**config.mk**
```make
export PLATFORM = sky130hd
export DESIGN_NAME = tcpw_front
export DESIGN_NICKNAME = d
export VERILOG_FILES = /design/src/hw/rtl/tcpw_pkg.sv /design/src/hw/rtl/tcpw_front.sv
export SDC_FILE = /design/constraint.sdc
export NUM_CORES = 1
export LEC_CHECK = 0
export BUFFER_PORTS_ARGS = -buffer_cell sky130_fd_sc_hd__buf_4
export CAP_MARGIN = 20
export CELL_PAD_IN_SITES_DETAIL_PLACEMENT = 0
export CELL_PAD_IN_SITES_GLOBAL_PLACEMENT = 1
export CORE_MARGIN = 2
export CORE_UTILIZATION = 30
export CTS_BUF_LIST = sky130_fd_sc_hd__clkbuf_8
export CTS_CLUSTER_DIAMETER = 60
export DETAILED_ROUTE_END_ITERATION = 7
export GPL_ROUTABILITY_DRIVEN = 0
export PLACE_DENSITY_LB_ADDON = 0.1
export RECOVER_POWER = 25
export REMOVE_ABC_BUFFERS = 1
export SLEW_MARGIN = 20
export SYNTH_ARGS = -nofsm -noshare
export SYNTH_HDL_FRONTEND = slang
export SYNTH_SLANG_ARGS = --single-unit
```
**constraint.sdc**
```tcl
create_clock -name clk -period 4.3 [get_ports clk]
set_clock_uncertainty 0.1 [all_clocks]
set_input_delay 0.215 -clock clk [delete_from_list [all_inputs] [get_ports clk]]
set_output_delay 0.215 -clock clk [all_outputs]
set_load 0.02 [all_outputs]
```
**src/hw/rtl/tcpw_pkg.sv**
```systemverilog
`default_nettype none

package tcpw_pkg;

  // geometry defaults
  localparam int DEF_MAX_WIDTH  = 256;
  localparam int DEF_MAX_HEIGHT = 192;
  localparam int TILE           = 8;

  // command codes on the func port
  localparam logic [2:0] FUNC_SET   = 3'd0;
  localparam logic [2:0] FUNC_HLINE = 3'd1;
  localparam logic [2:0] FUNC_VLINE = 3'd2;
  localparam logic [2:0] FUNC_CLEAR = 3'd3;
  localparam logic [2:0] FUNC_READ  = 3'd4;

  // configuration register indexes
  localparam int CFG_IW = 2;
  localparam int CFG_DW = 6;
  localparam logic [CFG_IW-1:0] CFG_FOUR_BIT = 2'd0;
  localparam logic [CFG_IW-1:0] CFG_WIDTH    = 2'd1;
  localparam logic [CFG_IW-1:0] CFG_HEIGHT   = 2'd2;

  localparam logic [5:0] RST_WIDTH_TILES  = 6'd32;
  localparam logic [4:0] RST_HEIGHT_TILES = 5'd24;

  localparam logic [7:0] NIB_LO = 8'h0F;
  localparam logic [7:0] NIB_HI = 8'hF0;

  // depth of the command queue between front and back
  localparam int QDEPTH = 2;

  typedef logic [7:0] byte_t;

  typedef enum logic [1:0] {
    OP_NOP,
    OP_RUN,
    OP_CLEAR,
    OP_READ
  } op_t;

  // one classified command word
  typedef struct packed {
    op_t         op;
    logic        horiz;   // run walks along x
    logic [7:0]  fixed;   // coordinate that stays put during a run
    logic [7:0]  start;
    logic [8:0]  stop;    // exclusive end of the run
    byte_t       color;   // byte, nibble or fill byte depending on op and mode
    logic [15:0] roff;
  } cmd_t;

  typedef enum logic [2:0] {
    B_IDLE,
    B_RUN,
    B_RMW,
    B_CLEAR,
    B_READ,
    B_RDATA,
    B_DONE
  } back_state_t;

endpackage

`default_nettype wire

```
**src/hw/rtl/tcpw_front.sv**
```systemverilog
`default_nettype none

module tcpw_front
  import tcpw_pkg::*;
(
  input  wire logic        clk,
  input  wire logic        rst,
  input  wire logic        push,
  output logic             full,
  input  wire logic        four_bit_mode,
  input  wire logic [2:0]  func,
  input  wire logic [7:0]  x_coord,
  input  wire logic [7:0]  y_coord,
  input  wire logic [7:0]  end_coord,
  input  wire logic [7:0]  color,
  input  wire logic [15:0] read_offset,
  output logic             cmd_valid,
  output cmd_t             cmd_head,
  input  wire logic        cmd_pop
);

  localparam int QAW = (QDEPTH > 1) ? $clog2(QDEPTH) : 1;
  localparam int QCW = $clog2(QDEPTH + 1);

  cmd_t           q [QDEPTH];
  logic [QAW-1:0] wptr;
  logic [QAW-1:0] rptr;
  logic [QCW-1:0] count;
  cmd_t           cls;
  logic           q_push;

  // classify the incoming word
  always_comb begin
    cls       = '0;
    cls.fixed = y_coord;
    cls.start = x_coord;
    cls.horiz = 1'b1;
    cls.roff  = read_offset;
    cls.color = four_bit_mode ? (color & NIB_LO) : color;
    case (func)
      FUNC_SET: begin
        cls.op   = OP_RUN;
        cls.stop = {1'b0, x_coord} + 9'd1;
      end
      FUNC_HLINE: begin
        cls.op   = OP_RUN;
        cls.stop = {1'b0, end_coord};
      end
      FUNC_VLINE: begin
        cls.op    = OP_RUN;
        cls.horiz = 1'b0;
        cls.fixed = x_coord;
        cls.start = y_coord;
        cls.stop  = {1'b0, end_coord};
      end
      FUNC_CLEAR: begin
        cls.op    = OP_CLEAR;
        cls.color = four_bit_mode ? {color[3:0], color[3:0]} : color;
      end
      FUNC_READ: begin
        cls.op = OP_READ;
      end
      default: begin
        cls.op = OP_NOP;
      end
    endcase
  end

  assign full      = (count == QCW'(QDEPTH));
  assign q_push    = push && !full;
  assign cmd_valid = (count != '0);
  assign cmd_head  = q[rptr];

  // queue storage
  always_ff @(posedge clk) begin
    if (q_push) begin
      q[wptr] <= cls;
    end
  end

  // queue pointers
  always_ff @(posedge clk) begin
    if (rst) begin
      wptr  <= '0;
      rptr  <= '0;
      count <= '0;
    end else begin
      if (q_push) begin
        wptr <= (wptr == QAW'(QDEPTH - 1)) ? '0 : wptr + 1'b1;
      end
      if (cmd_pop) begin
        rptr <= (rptr == QAW'(QDEPTH - 1)) ? '0 : rptr + 1'b1;
      end
      case ({q_push, cmd_pop})
        2'b10:   count <= count + 1'b1;
        2'b01:   count <= count - 1'b1;
        default: count <= count;
      endcase
    end
  end

  a_count_bound: assert property (@(posedge clk) disable iff (rst)
    count <= QCW'(QDEPTH))
    else $error("command queue overfilled");

  a_pop_valid: assert property (@(posedge clk) disable iff (rst)
    cmd_pop |-> cmd_valid)
    else $error("pop from empty command queue");

  a_push_grows: assert property (@(posedge clk) disable iff (rst)
    (q_push && !cmd_pop) |=> count == $past(count) + 1'b1)
    else $error("queue count did not follow push");

endmodule

`default_nettype wire

```
== Yosys cells after proc, flatten, opt, wreduce, memory -nomap -nowiden ==
Memory sizes are Yosys's and may differ from the RTL's. A register that Yosys moved wholly into a read port is not among the register bits.
Cells that the tools add are included.
Storage, ports and cells
  memories: 1
  flip-flop bits (word level): 4
  logic and storage cells: 36
  RAM bits: 104
Cells by class
  reduce and logical (&&, ||, !) cells: 7
  add/subtract/negate cells: 5
  multiplexer cells: 13
  equality and inequality tests: 7
Memories
  q: words 2, width 52, rd ports 1, clocked after Yosys merged registers in 1, write ports 1, RTL line tcpw_front.sv:25  | cmd_t q [QDEPTH];
Operator list (count)
  $mux 8: 3
  $pmux 9 s2: 1
  $mux 17: 1
  $add 8x1->9 const B: 1
  $eq 3x2->1 const B: 2
  $mux 1: 6
  $pmux 2 s3: 1
  $eq 2x2->1 const B: 2
  $pmux 2 s2: 1
  $reduce_bool 2->1: 2
  $eq 3x1->1 const B: 1
  $eq 3x3->1 const B: 1
  $logic_not 3->1: 1
  $reduce_or 3->1: 1
  $add 1x1->1 const B: 2
  $add 2x1->2 const B: 1
  $eq 2x1->1 const B: 1
  $reduce_or 2->1: 1
  $sub 2x1->2 const B: 1
  $logic_and 1x1->1: 1
  $logic_not 1->1: 1

== Depth between registers and ports, before layout ==
Gate-level depths: netlist of the first run.
  word-level depth: 5
  mapped depth: 6
  gate-level depth less buffers: 6

== Least setup slack after synthesis of the first run ==
Ideal clock, no wire load.
  path kind: reg-to-reg
  from: reg count[0]
  to: mem q[0][0] (netlist name), enable pin
  cell stages (with the launch flop): 5
  setup time: 0.406 ns
  path slack: 1.804 ns
  clock period less this slack: 2.496 ns
  arrival time: 1.989 ns
  data required time: 3.794 ns
  cell sequence: dfxtp_1 nand2b_1 inv_1 or3_1 inv_1
Between the ends
  word-level cells in the longest chain between the ends: 5
Ends and longest elaborated chain
  start, declared: RTL line tcpw_front.sv:28  | logic [QCW-1:0] count;
  start signal, assigned: RTL line tcpw_front.sv:95  | 2'b10: count <= count + 1'b1;
  start signal, assigned: RTL line tcpw_front.sv:96  | 2'b01: count <= count - 1'b1;
  start signal, assigned: RTL line tcpw_front.sv:97  | default: count <= count;
  $eq 2x2->1: RTL line tcpw_front.sv:69  | assign full = (count == QCW'(QDEPTH));
  net full: RTL line tcpw_front.sv:9  | output logic full,
  $logic_not 1->1: RTL line tcpw_front.sv:70  | assign q_push = push && !full;
  $logic_and 1x1->1: RTL line tcpw_front.sv:70
  $mux 1: RTL line tcpw_front.sv:76  | if (q_push) begin
  $mux 1 (not written as such): RTL line tcpw_front.sv:77  | q[wptr] <= cls;
  end, declared: RTL line tcpw_front.sv:25
The timed path passes the listed nets, and every way through them passes these cells.

==> results of run 1 <==
==> where the power goes <==
part	total, mW	switching, mW	internal (mW)
Sequential	1.31	0.0339	1.28
Clock	0.610	0.343	0.267
Combinational	0.508	0.272	0.236
Total	2.43	0.649	1.78
==> cells in the final DEF (no fill, tap or decap), types with 2 or more instances in the layout <==
cell type and count:
edfxtp_1 104, buf_4 90, mux2_2 66, dlygate4sd3_1 22, nand2_1 13, clkbuf_4 12
clkbuf_1 11, inv_1 10, clkbuf_8 9, nor2_1 7, o21ai_0 7, a21oi_1 6
nand3_1 4, o22ai_1 4, dfxtp_1 4, xnor2_1 3, or3_1 3, nand4_1 2
o21a_1 2, a31o_2 2, a211o_1 2, or2_2 2, ha_1 2, clkinv_2 2
clkinv_1 2
==> kinds of logic (layout without fill, tap and decap cells) <==
logic type,after synthesis,after routing,synth area share [%]
DFF,109,109,70.3
muxes,67,67,16.4
and+or+nand+nor,42,42,5.05
AOI/OAI and AO/OA,30,30,4.45
buffers and inverters,23,162,2.40
xor gates and xnor gates,4,4,0.765
adders and majority gates,2,2,0.546
==> routing by layer <==
metal / global-route usage (%) / vias to the layer above / part of all wire, %
met3: 3.06 / 11 / 5.3
met2: 18.5 / 77 / 46
met1: 16.8 / 1324 / 47
met5: 0 / - / 0
met4: 5.62 / 0 / 1.7
li1: - / 1333 / -
==> area by class of cell <==
class,instances,share of cell area (%)
sequential,109,54.0
clock inverter,7,1.09
tap,188,3.94
clock buffer,9,2.08
multi-input combinational,145,20.9
timing repair buffer,135,17.2
inverter,11,0.692
==> per-stage QoR <==
| stage | instance area, um^2 | util [%] | cells |
|---|---|---|---|
| finish | 5970 | 39.5 | 604 |
| global route | 5970 | 39.5 | 604 |
| CTS | 6010 | 39.9 | 604 |
| detailed placement | 5600 | 37.1 | 566 |
| global placement | 5600 | 37.1 | 566 |
| floorplan | 4510 | - | 265 |
==> sequential cells by signal, summed over array words and instances (netlist names), named ones only <==
register / count
wptr: 1
rptr: 1
q: 104
count: 2
==> path summary, 6_finish.rpt <==
check / end / slack, ns / depth (start not counted)
worst min register to register: count[1] / 0.41 / 2
worst max-delay path: cmd_head[46] / 1.74 / 3
worst max register to register: q[0][47] / 1.90 / 5
worst min-delay path: q[0][44] / 0.07 / 2
==> what timing repair did <==
action | in CTS | in global routing
hold buffers | 22 | 0
gates resized for setup | 0 | 0
hold endpoints to repair | 45 | 0
==> key figures, run 1 <==
Run status
  – Status: finished, final reports clean

Synth
  – Mapped cell area: 4580 um^2
  – Ys flop type: edfxtp_1
  – Post-synthesis sequential element count: 109
  – Syn avg cell area: 16.5 um^2
  – Synth top area share: 68.2%
  – Cell count after synthesis: 277
  – Top cells by count, synth: 104 x edfxtp_1, 66 x mux2_2, 13 x nand2_1, 11 x inv_1
  – Asr flop ratio synth: 0%
  – Synth area leader: edfxtp_1
  – YS warnings: 0
  – Top post-synthesis cells by area: edfxtp_1 68%, mux2_2 16%, dfxtp_1 2.2%, nand2_1 1.1%, inv_1 0.90%
  – Count leader, synth: edfxtp_1
  – Register area share after synthesis: 70.3%
  – Number of flops mapped to enable cells by yosys: 104
  – Yosys cell types: 43

STA
  – Min Tclk post-route: 2.56 ns
  – Worst-margin pin slew: 1.03 ns
  – Final Hold Viols: 0
  – Final setup fails: 0
  – Relative slew margins: 31.2%
  – RSZ-0062 raised after global routing: no
  – Fin worst setup slack: 1.74 ns
  – Final TNS setup: 0 ns
  – Fin crit share: 59.6%
  – Fin Hold WS: 0.0666 ns
  – Max Clk Rate: 390 MHz
  – Max-slew violations: 0

Worst setup path
  – CP Buf/Inv Count: 2
  – Delay of the slowest critical-path stage: 0.90 ns
  – Crit-path max FO: 33
  – Crit path capture type: output pin
  – Arr. time, crit path: 2.25 ns
  – CP required: 3.98 ns
  – Reg2Reg Launch Point: count[0]
  – Crit path max-delay family: flip-flops
  – Most used cell, CP: buf_4
  – CP Cell Sequence: buf_4 > mux2_2 > buf_4
  – Crit Path Category: reg2out
  – Slowest-stage cell, CP: dfxtp_2
  – Critical path launch point type: register

Power
  – Total power: 2.43 mW
  – PwrDens: 407 nW/um^2
  – Worst IR Drop VDD: 0.000199 V
  – P_leak: 2.21 nW

Clock network
  – H-tree level count: 3
  – Clock slew at reported path FFs: 0.10 ns
  – Worst-Skew Late Latency: 0.37 ns
  – Total CTS buffers: 9
  – TritonCTS clock tree: built
  – Root Buffer: clkbuf_8
  – Postcts setup bufs: 0
  – Max clock buf depth: 2
  – Clock sink count: 109

Final layout
  – Fin nets: 469
  – Area of the multi-input gates: 1250 um^2
  – P&R area growth vs syn: 30.2%
  – Share of layout cells above drive strength 1: 46.6%
  – Fill cell count: 1453
  – # diodes: 0
  – Register Area: 3220 um^2

Placement
  – Place WS: 1.85 ns
  – I/O Buffers: 109
  – Detailed Place HPWL: 6420 um

Floorplan
  – Initial Utilization: 30.4%
  – IO Pins: 110
  – Core area: 15100 um^2
  – FP Rows: 45
  – Die area: 16300 um^2
  – Die height: 128 um
  – Die Wd: 128 um

Route
  – Antenna-violating nets left: 0
  – Number of remaining DRC errors: 0
  – WL final: 9650 um
  – WL/cell: 16.0 um
  – DRT Pass-1 Iters: 4
  – Initial DRC count: 199
  – Detailed-route via count: 2745
  – Drt via density: 4.54

Global routing
  – Total track usage: 12.3%
  – Gr ovfl total: 0
  – First-pass GRT wire length: 14900 um
  – Largest net degree at the start of global routing: 34
  – Initial antenna violation count: 0
  – Vias in the first global route: 2801

Min path
  – Min-Delay Startpoint: y_coord[3]
  – Worst hold path type: in2reg

Flow run
  – MaxCap Viol Count: 0
(Power assumes the default switching activity.)
==> inputs of run 2 (changes only) <==
--- a/config.mk
+++ b/config.mk
@@ -5,6 +5,7 @@
 export SDC_FILE = /design/constraint.sdc
 export NUM_CORES = 1
 export LEC_CHECK = 0
+export ABC_AREA = 1
 export BUFFER_PORTS_ARGS = -buffer_cell sky130_fd_sc_hd__buf_4
 export CAP_MARGIN = 20
 export CELL_PAD_IN_SITES_DETAIL_PLACEMENT = 0
==> constraint.sdc (replaced) <==
create_clock -name clk -period 2.5 [get_ports clk]
set_clock_uncertainty 0.1 [all_clocks]
set_input_delay 0.125 -clock clk [delete_from_list [all_inputs] [get_ports clk]]
set_output_delay 0.125 -clock clk [all_outputs]
set_load 0.02 [all_outputs]
==> key figures, run 2 <==
Worst setup path
  – Arr. time, crit path: 1.80 ns (was 2.25 ns)
  – Crit path capture type: output pin (unchanged)
  – Crit Path Category: reg2out (unchanged)
  – Critical path launch point type: register (unchanged)
  – Crit path capture: cmd_head[4] (was cmd_head[46])
  – Reg2Reg Launch Point: count[1] (was count[0])
  – Crit-path max FO: 40 (was 33)
  – R2R cell count: 4 (was 5)
  – Worst r2r dst: q[0][9] (was q[0][47])
  – CP required: 2.28 ns (was 3.98 ns)
  – Reg2reg setup slack: 0.81 ns (was 1.90 ns)

Route
  – DRT Pass-1 Iters: 4 (unchanged)
  – Detailed-route via count: 2866 (was 2745)
  – Initial DRC count: 147 (was 199)
  – Number of remaining DRC errors: 0 (unchanged)
  – WL final: 9860 um (was 9650 um)
  – Drt via density: 4.36 (was 4.54)
  – Antenna-violating nets left: 0 (unchanged)
  – WL/cell: 15.0 um (was 16.0 um)

STA
  – Max-slew violations: 0 (unchanged)
  – Fin worst setup slack: 0.478 ns (was 1.74 ns)
  – Fin Hold WS: 0.0228 ns (was 0.0666 ns)
  – Fin crit share: 80.9%
  – Min Tclk post-route: 2.02 ns
  – Final TNS setup: 0 ns (unchanged)
  – Relative slew margins: 49.4% (was 31.2%)
  – Final Hold Viols: 0 (unchanged)
  – RSZ-0062 raised after global routing: no (unchanged)
  – Max Clk Rate: 495 MHz
  – Final setup fails: 0 (unchanged)
  – Worst-margin pin slew: 0.757 ns (was 1.03 ns)

Floorplan
  – IO Pins: 110 (unchanged)
  – Initial Utilization: 30.5% (was 30.4%)
  – FP Rows: 45 (unchanged)
  – Die height: 128 um (about the same)
  – Core area: 15100 um^2 (about the same)
  – Die area: 16400 um^2 (was 16300 um^2)
  – Die Wd: 128 um (about the same)

Final layout
  – Regs by FF count: q: 104 flops, count: 2 flops (unchanged)
  – Most frequent cells in the layout: 104 x edfxtp_1, 87 x buf_4, 47 x mux2_2, 45 x nand2_1, 39 x dlygate4sd3_1 (was 104 x edfxtp_1, 90 x buf_4, 66 x mux2_2, 22 x dlygate4sd3_1, 13 x nand2_1)
  – Fill cell count: 1479 (was 1453)
  – Util after Layout: 40.6% (was 39.5%)
  – Fin nets: 522 (was 469)
  – Max FFs per register: 104 (unchanged)
  – Leading cell type in the layout, fill and taps excluded: edfxtp_1 (unchanged)
  – Most flop-heavy register: q (unchanged)
  – Share of layout cells above drive strength 1: 39.4% (was 46.6%)
  – Design area: 6150 um^2 (was 5970 um^2)
  – P&R area growth vs syn: 33.3% (was 30.2%)
  – # diodes: 0 (unchanged)
  – Post-Layout Cell Count: 657 (was 604)

Min path
  – Worst hold stages: 3 (was 2)
  – Min-Delay Startpoint: y_coord[6] (was y_coord[3])
  – Worst hold path type: in2reg (unchanged)

Clock network
  – H-tree level count: 3 (unchanged)
  – Root Buffer: clkbuf_8 (unchanged)
  – Max clock buf depth: 2 (unchanged)
  – Total CTS buffers: 9 (unchanged)
  – Clock sink count: 109 (unchanged)
  – Worst-Skew Late Latency: 0.37 ns (about the same)
  – TritonCTS clock tree: built (unchanged)
  – Clock slew at reported path FFs: 0.10 ns (about the same)

Global routing
  – Total track usage: 12.7% (was 12.3%)
  – Largest net degree at the start of global routing: 53 (was 34)
  – First-pass GRT wire length: 15300 um (was 14900 um)
  – Initial antenna violation count: 0 (unchanged)
  – Vias in the first global route: 2919 (was 2801)
  – Gr ovfl total: 0 (unchanged)

Synth
  – Top post-synthesis cells by area: edfxtp_1 68%, mux2_2 11%, nand2_1 3.7%, buf_6 2.2%, dfxtp_1 2.2% (was edfxtp_1 68%, mux2_2 16%, dfxtp_1 2.2%, nand2_1 1.1%, inv_1 0.90%)
  – Cell count after synthesis: 311 (was 277)
  – Syn avg cell area: 14.8 um^2 (was 16.5 um^2)
  – Top cells by count, synth: 104 x edfxtp_1, 47 x mux2_2, 45 x nand2_1, 23 x inv_1, 23 x nor2_1 (was 104 x edfxtp_1, 66 x mux2_2, 13 x nand2_1, 11 x inv_1)
  – Register area share after synthesis: 69.8% (was 70.3%)
  – Synth area leader: edfxtp_1 (unchanged)
  – YS warnings: 0 (unchanged)
  – Synth top area share: 67.6% (was 68.2%)
  – Count leader, synth: edfxtp_1 (unchanged)
  – Yosys cell types: 27 (was 43)
  – Asr flop ratio synth: 0% (unchanged)
  – Number of flops mapped to enable cells by yosys: 104 (unchanged)
  – Post-synthesis sequential element count: 109 (unchanged)
  – Ys flop type: edfxtp_1 (unchanged)
  – Mapped cell area: 4620 um^2 (was 4580 um^2)

Flow run
  – MaxCap Viol Count: 0 (unchanged)

Power
  – Worst IR Drop VDD: 0.000228 V (was 0.000199 V)
  – P_leak: 2.38 nW (was 2.21 nW)
  – PwrDens: 645 nW/um^2 (was 407 nW/um^2)
  – Total power: 3.97 mW (was 2.43 mW)

Placement
  – Placed insts: 602 (was 566)
  – Place WS: 0.777 ns (was 1.85 ns)
  – Placed inst area: 5660 um^2 (was 5600 um^2)
  – Detailed Place HPWL: 6520 um (was 6420 um)
  – I/O Buffers: 109 (unchanged)

Run status
  – Status: finished, final reports clean (unchanged)
-- run 2: changes by cell type in the layout (fill, tap and decap cells not counted), sizes merged, moves of 9 or more --
cell,previous run,this run
mux2,66,52
o21ai,7,16
inv,12,26
nor2,7,25
nand2,13,46
dlygate4sd3,22,39
-- run 2: kinds of logic after synthesis --
| kind of cell | Yosys count | share of synthesized area, % |
|---|---|---|
| flip-flops | 109 | 69.8 |
| AND/OR/NAND/NOR | 81 | 7.56 |
| multiplexers | 52 | 12.7 |
| buffers and inverters | 35 | 4.31 |
| AO/OA/AOI/OAI | 31 | 4.93 |
| adder cells (fa/ha/maj) | 2 | 0.542 |
| XOR/XNOR | 1 | 0.190 |
-- run 2: critical path, stage by stage, from the launching register on --
cell and delay [ns]:
dfxtp_2 0.56, buf_12 0.28, mux2_2 0.38, buf_4 0.16
-- run 2: how the worst min path moves through the flow --
stage / to / slack [ns]
floorplan: register / 0.1
global placement: rptr / 0.21
detailed placement: rptr / 0.21
CTS: q[0][47] / 0.005
global route: q[1][42] / 0.02
finish: q[1][47] / 0.02
-- run 2: power by group --
| part | leakage (nW) | switching (mW) | internal (mW) |
|---|---|---|---|
| registers | 1.02 | 0.0405 | 2.17 |
| clock network | 0.0850 | 0.571 | 0.347 |
| logic | 1.28 | 0.451 | 0.393 |
-- run 2: area by class of cell --
type | instances | area (um^2) | area share [%]
multi-input combinational | 167 | 1190 | 19.3
inverter | 25 | 93.8 | 1.52
timing repair buffer | 152 | 1250 | 20.4
tap | 188 | 235 | 3.82
clock inverter | 7 | 33.8 | 0.549
sequential | 109 | 3220 | 52.4
clock buffer | 9 | 124 | 2.01
-- run 2: repair_timing --
action                    in CTS  in global routing
hold endpoints to repair      85                  0
setup buffers                  0                  0
hold buffers                  39                  0
gates resized for setup        0                  0
-- run 2: per-layer routing --
metal	global-route usage, %	wire, um	up-vias
met1	16.2	4570	1358
li1	-	-	1419
met2	20.8	4690	76
met5	0	0	-
met4	5.62	189	0
met3	3.01	411	13
